$ cat src/hdl/mscfc_pkg.sv
// shared types, constants and the crc-16/modbus byte update for the frame checker
// no dependencies
`timescale 1ns / 1ps
`default_nettype none

package mscfc_pkg;

    localparam logic [15:0] CRC_INIT           = 16'hFFFF;
    localparam logic [15:0] CRC_POLY           = 16'hA001;
    localparam logic [7:0]  HDR_NO_SLAVE_CHECK = 8'h1E;
    localparam logic [7:0]  HDR_NONZERO_SLAVE  = 8'h3E;
    localparam logic [8:0]  MIN_FRAME          = 9'd6;
    localparam logic [8:0]  LEN_OVERHEAD       = 9'd5;
    localparam logic [8:0]  COUNT_MAX          = 9'd511;

    localparam int QUEUE_DEPTH_DEFAULT = 2;

    // status codes
    localparam logic [2:0] ST_OK       = 3'd0;
    localparam logic [2:0] ST_CRC      = 3'd1;
    localparam logic [2:0] ST_LENGTH   = 3'd2;
    localparam logic [2:0] ST_HEADER   = 3'd3;
    localparam logic [2:0] ST_FUNCTION = 3'd4;
    localparam logic [2:0] ST_SLAVE    = 3'd5;
    localparam logic [2:0] ST_ZERO     = 3'd6;

    // configuration register indexes
    localparam logic [1:0] REG_EXP_HEADER   = 2'd0;
    localparam logic [1:0] REG_EXP_FUNCTION = 2'd1;
    localparam logic [1:0] REG_EXP_SLAVE    = 2'd2;

    // one finished frame, as handed from front to back
    typedef struct packed {
        logic        bad_crc;
        logic [7:0]  hdr;
        logic [7:0]  func;
        logic [7:0]  len;
        logic [7:0]  slave;
        logic [15:0] crc;
        logic [8:0]  count;
    } frame_rec_t;

    typedef struct packed {
        logic [7:0] exp_header;
        logic [7:0] exp_function;
        logic [7:0] exp_slave;
    } cfg_t;

    function automatic logic [15:0] crc_byte(input logic [15:0] crc_in, input logic [7:0] b);
        logic [15:0] c;
        c = crc_in ^ {8'h00, b};
        for (int k = 0; k < 8; k++)
        begin
            if (c[0])
                c = (c >> 1) ^ CRC_POLY;
            else
                c = c >> 1;
        end
        return c;
    endfunction

endpackage

`default_nettype wire

$ cat src/hdl/modbus_style_frame_checker_unit.sv
// modbus-style reply frame checker, top level: stream ports, apb registers
// depends on mscfc_pkg, mscfc_front, mscfc_queue, mscfc_back
//
// usage
//  - s_axis carries one received reply byte per transaction: tdata[7:0] is the
//    byte, tlast marks the final byte of the frame
//  - m_axis carries one result per frame, issued for the transaction with tlast
//  - apb registers: 0x0 expected header, 0x4 expected function, 0x8 expected slave
//  - throughput: one byte per cycle while the record queue is not full; the
//    crc-16/modbus byte update is a combinational unrolled step in the front part
//  - the result passes through the record queue and then the classifier output
//    register before it shows on m_axis
//  - a stalled m_axis receiver lets results pile up in the record queue; the
//    front keeps taking bytes until the queue is full, then drops s_axis_tready
//  - reset clears the crc, byte counter, captured fields, queue and output
//    valid; the expected-value registers reset to zero
//
`timescale 1ns / 1ps
`default_nettype none

module modbus_style_frame_checker_unit
    import mscfc_pkg::*;
#(
    parameter int QUEUE_DEPTH = QUEUE_DEPTH_DEFAULT
)
(
    input  wire logic        clk,
    input  wire logic        rst_n,
    // slave-side stream
    input  wire logic        s_axis_tvalid,
    output logic             s_axis_tready,
    input  wire logic [7:0]  s_axis_tdata,   // [7:0] rx_byte
    input  wire logic        s_axis_tlast,   // last_byte
    // master-side stream
    output logic             m_axis_tvalid,
    input  wire logic        m_axis_tready,
    // [2:0] status, [10:3] got_header, [18:11] got_function,
    // [26:19] got_length, [34:27] got_slave, [50:35] got_crc,
    // [59:51] frame_bytes, [63:60] zero
    output logic [63:0]      m_axis_tdata,
    // apb configuration port
    input  wire logic        psel,
    input  wire logic        penable,
    input  wire logic        pwrite,
    input  wire logic [3:0]  paddr,
    input  wire logic [31:0] pwdata,
    output logic [31:0]      prdata,
    output logic             pready
);

    cfg_t       cfg_reg;
    logic       cfg_wr;
    logic       push;
    frame_rec_t push_rec;
    logic       queue_full;
    logic       pop;
    logic       head_valid;
    frame_rec_t head_rec;
    logic [2:0] res_status;
    frame_rec_t res_rec;

    // apb register file, writes take effect on the access phase
    assign pready = 1'b1;
    assign cfg_wr = psel && penable && pwrite && pready;

    always_ff @(posedge clk or negedge rst_n)
    begin
        if (!rst_n)
            cfg_reg <= '0;
        else if (cfg_wr)
        begin
            unique case (paddr[3:2])
                REG_EXP_HEADER:   cfg_reg.exp_header   <= pwdata[7:0];
                REG_EXP_FUNCTION: cfg_reg.exp_function <= pwdata[7:0];
                REG_EXP_SLAVE:    cfg_reg.exp_slave    <= pwdata[7:0];
                default:          ;   // unmapped address, write ignored
            endcase
        end
    end

    always_comb
    begin
        unique case (paddr[3:2])
            REG_EXP_HEADER:   prdata = {24'h0, cfg_reg.exp_header};
            REG_EXP_FUNCTION: prdata = {24'h0, cfg_reg.exp_function};
            REG_EXP_SLAVE:    prdata = {24'h0, cfg_reg.exp_slave};
            default:          prdata = 32'h0;
        endcase
    end

    // byte intake, crc and header capture
    mscfc_front u_front (
        .clk        (clk),
        .rst_n      (rst_n),
        .byte_valid (s_axis_tvalid),
        .byte_ready (s_axis_tready),
        .byte_data  (s_axis_tdata),
        .byte_last  (s_axis_tlast),
        .push       (push),
        .push_rec   (push_rec),
        .queue_full (queue_full)
    );

    // decouples the byte side from the result side
    mscfc_queue #(
        .DEPTH (QUEUE_DEPTH)
    ) u_queue (
        .clk        (clk),
        .rst_n      (rst_n),
        .push       (push),
        .push_rec   (push_rec),
        .full       (queue_full),
        .pop        (pop),
        .head_valid (head_valid),
        .head_rec   (head_rec)
    );

    // frame classification and output register
    mscfc_back u_back (
        .clk        (clk),
        .rst_n      (rst_n),
        .cfg        (cfg_reg),
        .head_valid (head_valid),
        .head_rec   (head_rec),
        .pop        (pop),
        .res_valid  (m_axis_tvalid),
        .res_ready  (m_axis_tready),
        .res_status (res_status),
        .res_rec    (res_rec)
    );

    assign m_axis_tdata = {4'h0, res_rec.count, res_rec.crc, res_rec.slave,
                           res_rec.len, res_rec.func, res_rec.hdr, res_status};

endmodule

`default_nettype wire

$ cat src/hdl/mscfc_front.sv
// front part: takes frame bytes, runs the crc and captures header fields
// depends on mscfc_pkg
`timescale 1ns / 1ps
`default_nettype none

module mscfc_front
    import mscfc_pkg::*;
(
    input  wire logic       clk,
    input  wire logic       rst_n,
    input  wire logic       byte_valid,
    output logic            byte_ready,
    input  wire logic [7:0] byte_data,
    input  wire logic       byte_last,
    output logic            push,
    output frame_rec_t      push_rec,
    input  wire logic       queue_full
);

    logic [15:0] crc_reg, crc_next;
    logic [8:0]  count_reg, count_next;
    logic [7:0]  d0_reg, d0_next;
    logic [7:0]  d1_reg, d1_next;
    logic [7:0]  hdr_reg, hdr_next;
    logic [7:0]  func_reg, func_next;
    logic [7:0]  len_reg, len_next;
    logic [7:0]  slave_reg, slave_next;
    logic        take;
    logic [15:0] crc_upd;
    logic [15:0] rx_crc;

    assign byte_ready = !queue_full;
    assign take       = byte_valid && byte_ready;

    always_comb
    begin
        crc_upd    = (count_reg >= 9'd2) ? crc_byte(crc_reg, d1_reg) : crc_reg;
        count_next = (count_reg == COUNT_MAX) ? count_reg : count_reg + 9'd1;
        hdr_next   = (count_reg == 9'd0) ? byte_data : hdr_reg;
        func_next  = (count_reg == 9'd1) ? byte_data : func_reg;
        len_next   = (count_reg == 9'd2) ? byte_data : len_reg;
        slave_next = (count_reg == 9'd3) ? byte_data : slave_reg;
        rx_crc     = {byte_data, d0_reg};
        crc_next   = crc_upd;
        d0_next    = byte_data;
        d1_next    = d0_reg;

        push_rec.bad_crc = (count_next < MIN_FRAME) || (crc_upd != rx_crc);
        push_rec.hdr     = hdr_next;
        push_rec.func    = func_next;
        push_rec.len     = len_next;
        push_rec.slave   = slave_next;
        push_rec.crc     = rx_crc;
        push_rec.count   = count_next;
        push             = take && byte_last;

        // frame end: back to the start state
        if (byte_last)
        begin
            crc_next   = CRC_INIT;
            count_next = 9'd0;
            d0_next    = 8'h00;
            d1_next    = 8'h00;
            hdr_next   = 8'h00;
            func_next  = 8'h00;
            len_next   = 8'h00;
            slave_next = 8'h00;
        end
    end

    always_ff @(posedge clk or negedge rst_n)
    begin
        if (!rst_n)
        begin
            crc_reg   <= CRC_INIT;
            count_reg <= 9'd0;
            d0_reg    <= 8'h00;
            d1_reg    <= 8'h00;
            hdr_reg   <= 8'h00;
            func_reg  <= 8'h00;
            len_reg   <= 8'h00;
            slave_reg <= 8'h00;
        end
        else if (take)
        begin
            crc_reg   <= crc_next;
            count_reg <= count_next;
            d0_reg    <= d0_next;
            d1_reg    <= d1_next;
            hdr_reg   <= hdr_next;
            func_reg  <= func_next;
            len_reg   <= len_next;
            slave_reg <= slave_next;
        end
    end

endmodule

`default_nettype wire

$ cat src/hdl/mscfc_queue.sv
// short queue of finished frame records between front and back
// depends on mscfc_pkg
`timescale 1ns / 1ps
`default_nettype none

module mscfc_queue
    import mscfc_pkg::*;
#(
    parameter int DEPTH = QUEUE_DEPTH_DEFAULT
)
(
    input  wire logic       clk,
    input  wire logic       rst_n,
    input  wire logic       push,
    input  wire frame_rec_t push_rec,
    output logic            full,
    input  wire logic       pop,
    output logic            head_valid,
    output frame_rec_t      head_rec
);

    localparam int PW = (DEPTH > 1) ? $clog2(DEPTH) : 1;
    localparam int CW = $clog2(DEPTH + 1);
    localparam logic [PW-1:0] LAST_PTR = PW'(DEPTH - 1);
    localparam logic [CW-1:0] FULL_CNT = CW'(DEPTH);

    frame_rec_t          mem_reg [DEPTH];
    logic [PW-1:0]       wr_ptr_reg, wr_ptr_next;
    logic [PW-1:0]       rd_ptr_reg, rd_ptr_next;
    logic [CW-1:0]       cnt_reg, cnt_next;
    logic                do_push, do_pop;

    assign full       = (cnt_reg == FULL_CNT);
    assign head_valid = (cnt_reg != '0);
    assign head_rec   = mem_reg[rd_ptr_reg];
    assign do_push    = push && !full;
    assign do_pop     = pop && head_valid;

    always_comb
    begin
        wr_ptr_next = wr_ptr_reg;
        rd_ptr_next = rd_ptr_reg;
        cnt_next    = cnt_reg;
        if (do_push)
            wr_ptr_next = (wr_ptr_reg == LAST_PTR) ? '0 : wr_ptr_reg + PW'(1);
        if (do_pop)
            rd_ptr_next = (rd_ptr_reg == LAST_PTR) ? '0 : rd_ptr_reg + PW'(1);
        if (do_push && !do_pop)
            cnt_next = cnt_reg + CW'(1);
        else if (do_pop && !do_push)
            cnt_next = cnt_reg - CW'(1);
    end

    always_ff @(posedge clk or negedge rst_n)
    begin
        if (!rst_n)
        begin
            wr_ptr_reg <= '0;
            rd_ptr_reg <= '0;
            cnt_reg    <= '0;
        end
        else
        begin
            wr_ptr_reg <= wr_ptr_next;
            rd_ptr_reg <= rd_ptr_next;
            cnt_reg    <= cnt_next;
        end
    end

    always_ff @(posedge clk)
    begin
        if (do_push)
            mem_reg[wr_ptr_reg] <= push_rec;
    end

endmodule

`default_nettype wire

$ cat src/hdl/mscfc_back.sv
// back part: classifies a frame record against the expected values and
// holds the result in the output register; depends on mscfc_pkg
`timescale 1ns / 1ps
`default_nettype none

module mscfc_back
    import mscfc_pkg::*;
(
    input  wire logic        clk,
    input  wire logic        rst_n,
    input  wire cfg_t        cfg,
    input  wire logic        head_valid,
    input  wire frame_rec_t  head_rec,
    output logic             pop,
    output logic             res_valid,
    input  wire logic        res_ready,
    output logic [2:0]       res_status,
    output frame_rec_t       res_rec
);

    logic       valid_reg, valid_next;
    logic [2:0] status_reg, status_next;
    frame_rec_t rec_reg;
    logic [8:0] want_count;

    assign pop        = head_valid && (!valid_reg || res_ready);
    assign res_valid  = valid_reg;
    assign res_status = status_reg;
    assign res_rec    = rec_reg;

    always_comb
    begin
        want_count = LEN_OVERHEAD + {1'b0, head_rec.len};
        if (head_rec.bad_crc)
            status_next = ST_CRC;
        else if (head_rec.count != want_count)
            status_next = ST_LENGTH;
        else if (head_rec.hdr != cfg.exp_header)
            status_next = ST_HEADER;
        else if (head_rec.func != cfg.exp_function)
            status_next = ST_FUNCTION;
        else if (cfg.exp_header != HDR_NO_SLAVE_CHECK && head_rec.slave != cfg.exp_slave)
            status_next = ST_SLAVE;
        else if (cfg.exp_header == HDR_NONZERO_SLAVE && head_rec.slave == 8'h00)
            status_next = ST_ZERO;
        else
            status_next = ST_OK;

        if (pop)
            valid_next = 1'b1;
        else if (res_ready)
            valid_next = 1'b0;
        else
            valid_next = valid_reg;
    end

    always_ff @(posedge clk or negedge rst_n)
    begin
        if (!rst_n)
            valid_reg <= 1'b0;
        else
            valid_reg <= valid_next;
    end

    always_ff @(posedge clk)
    begin
        if (pop)
        begin
            status_reg <= status_next;
            rec_reg    <= head_rec;
        end
    end

endmodule

`default_nettype wire

$ cat config.mk
export PLATFORM = sky130hd
export DESIGN_NAME = modbus_style_frame_checker_unit
export DESIGN_NICKNAME = d
export VERILOG_FILES = /design/src/hdl/mscfc_pkg.sv /design/src/hdl/modbus_style_frame_checker_unit.sv /design/src/hdl/mscfc_front.sv /design/src/hdl/mscfc_queue.sv /design/src/hdl/mscfc_back.sv
export SDC_FILE = /design/constraint.sdc
export NUM_CORES = 1
export LEC_CHECK = 0
export ABC_CLOCK_PERIOD_IN_PS = 6400
export BUFFER_PORTS_ARGS = -buffer_cell sky130_fd_sc_hd__buf_2
export CORE_MARGIN = 2
export CORE_UTILIZATION = 30
export CTS_BUF_LIST = sky130_fd_sc_hd__clkbuf_8
export CTS_CLUSTER_SIZE = 24
export DETAILED_ROUTE_END_ITERATION = 7
export PLACE_DENSITY = 0.57
export RECOVER_POWER = 100
export SLEW_MARGIN = 25
export SYNTH_ARGS = -nofsm -noshare
export SYNTH_HDL_FRONTEND = slang
export SYNTH_HIERARCHICAL = 1
export SYNTH_SLANG_ARGS = --single-unit
export TNS_END_PERCENT = 10
$ cat constraint.sdc
create_clock -name clk -period 6.4 [get_ports clk]
set_clock_uncertainty 0.2 [all_clocks]
set_input_delay 0.96 -clock clk [delete_from_list [all_inputs] [get_ports clk]]
set_output_delay 0.96 -clock clk [all_outputs]
set_load 0.05 [all_outputs]
==> key figures <==
Timing
  – Crit path time final: 4.65 ns
  – Final Hold Viols: 0
  – # setup viols final: 0
  – Fin Setup TNS: 0 ns
  – Slew Viols, Final: around 240
  – Worst-margin pin slew: slightly above 3 ns
  – Slew margin rel.: -106%
  – RSZ-0062 raised after global routing: false
  – Tcrit/Tclk final: between 70% and 80%
  – Fmax: roughly 220 MHz

Placed design
  – Placed insts: 1507
  – GPL Wtd Cong: slightly above 0.8
  – PortBufs: 95
  – DP Wirelength: between 15000 and 20000 um

Synthesis
  – Syn Area/Cell: around 14 um2
  – Synth warnings: 6
  – Syn Inst Count: between 900 and 1000
  – Cell Area, Synth: 0.0128 mm2

Clock network
  – Clock slew at reported path FFs: approximately 0.060 ns
  – Worst skew pair latency: about 0.56 ns
  – Clock Path Buffers: 3
  – CTS Buf Count: 45
  – Post-CTS Resized: 0
  – Hold-fix buffer count after cts: 0
  – Root Driver: clkbuf_8
  – TritonCTS clock tree: built
  – H-tree levels: 2
  – CTS sink count: about 280
  – Postcts setup bufs: 0

Global routing
  – Vias in the first global route: approximately 7700
  – Grt ovf: 0
  – Initial antenna violation count: 2
  – First-pass GRT wire length: approximately 45000 um
  – Largest net degree at the start of global routing: a little over 60
  – GRT Util Overall: a little over an eighth

Worst setup path
  – Element type at the critical path end: flop
  – CP startpoint kind: flop
  – Reg-to-reg setup timing slack: 1.75 ns
  – CP Data Required Time: roughly 6.6 ns
  – Max Fanout on Critical Path: 59
  – CP Class: reg2reg
  – CP arrival: 4.87 ns

Die
  – Die height: 210 um
  – I/O pins: ~150
  – Initial Util: 30.5%
  – Core area: 0.0419 mm2
  – Die footprint: between 0.04 and 0.05 mm2
  – Chip width: around 210 um
  – Num rows: between 70 and 80

Final layout
  – Most frequent cells in the layout: 176 x edfxtp_1, 89 x mux2_1, 86 x dfrtp_1, 83 x clkbuf_1, 70 x nand2_1
  – Largest register FFs: 116
  – Share of cells above drive strength 1: between 10% and 20%
  – Area delta synth->final: 12.2%
  – Final core utilization: 34.2%
  – Leading cell type in the layout, fill and taps excluded: edfxtp_1
  – Final non-filler cell total: approximately 1600
  – Nets: 1073

Detailed routing
  – First drt pass iteration count: 4
  – Routed length on met2: approximately 14000 um
  – WL met3: about 1300 um
  – Total number of vias: roughly 7600
  – Routed wire per std cell: 18.1 um
  – Top layer reached by signal wires: met4
  – Initial DRC count: 430
  – M1 WL: roughly 13000 um
  – Routed Antenna Nets: 0
  – Drt total wl: 28700 um
  – DR vias/cell: between 4 and 5
  – # DRC: 0

Power and ir drop
  – NetSw: 2970 uW
  – Sw Share: approximately 40%
  – Maximum resistive drop on vdd: between 0.0002 and 0.00025 V
  – Reg power frac: around 40%
  – Logic pwr share: 39.8%
  – Clock network power share: about a fifth
  – P_leak: ~0.0054 uW
  – P_int: 4430 uW
  – PwrDens: approximately 520 mW/mm2

Worst hold path
  – Type of the worst min-delay path: reg2reg

Run status
  – Status: finished, violations left
  – Failing checks: capacitance limit, slew limit

Job
  – Max cap viols: 5
==> per-layer routing <==
metal  up-vias  track usage, %
li1       3540               -
met2       185            21.9
met1      3787            17.2
met4         0            4.30
met3        47            2.23
met5         -               0
==> power groups by stage <==
| stage | Clock [uW] | Sequential (uW) | Combinational, uW |
|---|---|---|---|
| final | 1550 | 2910 | 2950 |
| after global routing | 1680 | 2970 | 3190 |
| after CTS | 1600 | 2920 | 3150 |
| after detailed placement | 0 | 2950 | 3130 |
| after global placement | 0 | 2940 | 3100 |
| after floorplan | 0 | 3380 | 2000 |
==> critical path, stage by stage, from the launching register on <==
cell	delay, ns
dfrtp_1	0.42
nand2b_1	0.19
inv_1	0.09
inv_1	0.06
nand2_2	0.05
clkbuf_1	2.16
nor2_1	0.56
buf_4	0.49
a22o_1	0.24
==> per-stage QoR <==
stage                     area, um2  worst slack, ns  hold WS, ns  total power [uW]
after floorplan               12900             1.38        0.256              5380
after global placement        13600             2.53        0.276              6030
after detailed placement      13600             2.56        0.277              6080
after CTS                     14500             2.56        0.228              7670
after global routing          14300             1.38        0.299              7850
final                         14300             1.75        0.290              7400
==> worst paths after layout <==
| kind | cells after the start | from | endpoint |
|---|---|---|---|
| min in group asynchronous | 1 | rst_n | cfg_reg[7]$_DFFE_PN0P_ |
| worst max register to register | 8 | u_queue/cnt_reg[0]$_DFFE_PN0P_ | u_front/func_reg[7]$_DFFE_PN0P_ |
| worst min register to register | 2 | u_front/d1_reg[1]$_DFFE_PN0P_ | u_front/d1_reg[1]$_DFFE_PN0P_ |
| worst max-delay path | 8 | u_queue/cnt_reg[0]$_DFFE_PN0P_ | u_front/func_reg[7]$_DFFE_PN0P_ |
| worst min-delay path | 2 | u_front/d1_reg[1]$_DFFE_PN0P_ | u_front/d1_reg[1]$_DFFE_PN0P_ |
| max in group asynchronous | 2 | rst_n | u_front/d1_reg[3]$_DFFE_PN0P_ |
==> cell type report <==
cell class / count / area (um2)
Clock buffer: 52 / 716
Sequential cell: 278 / 7860
Timing Repair Buffer: 105 / 437
Fill cell: 4092 / 27600
Multi-Input combinational cell: 573 / 4400
Tap cell: 539 / 674
Clock inverter: 31 / 204
Inverter: 12 / 45.0
Antenna cell: 2 / 5.00
Note: power is estimated with default switching activity, not from simulation.
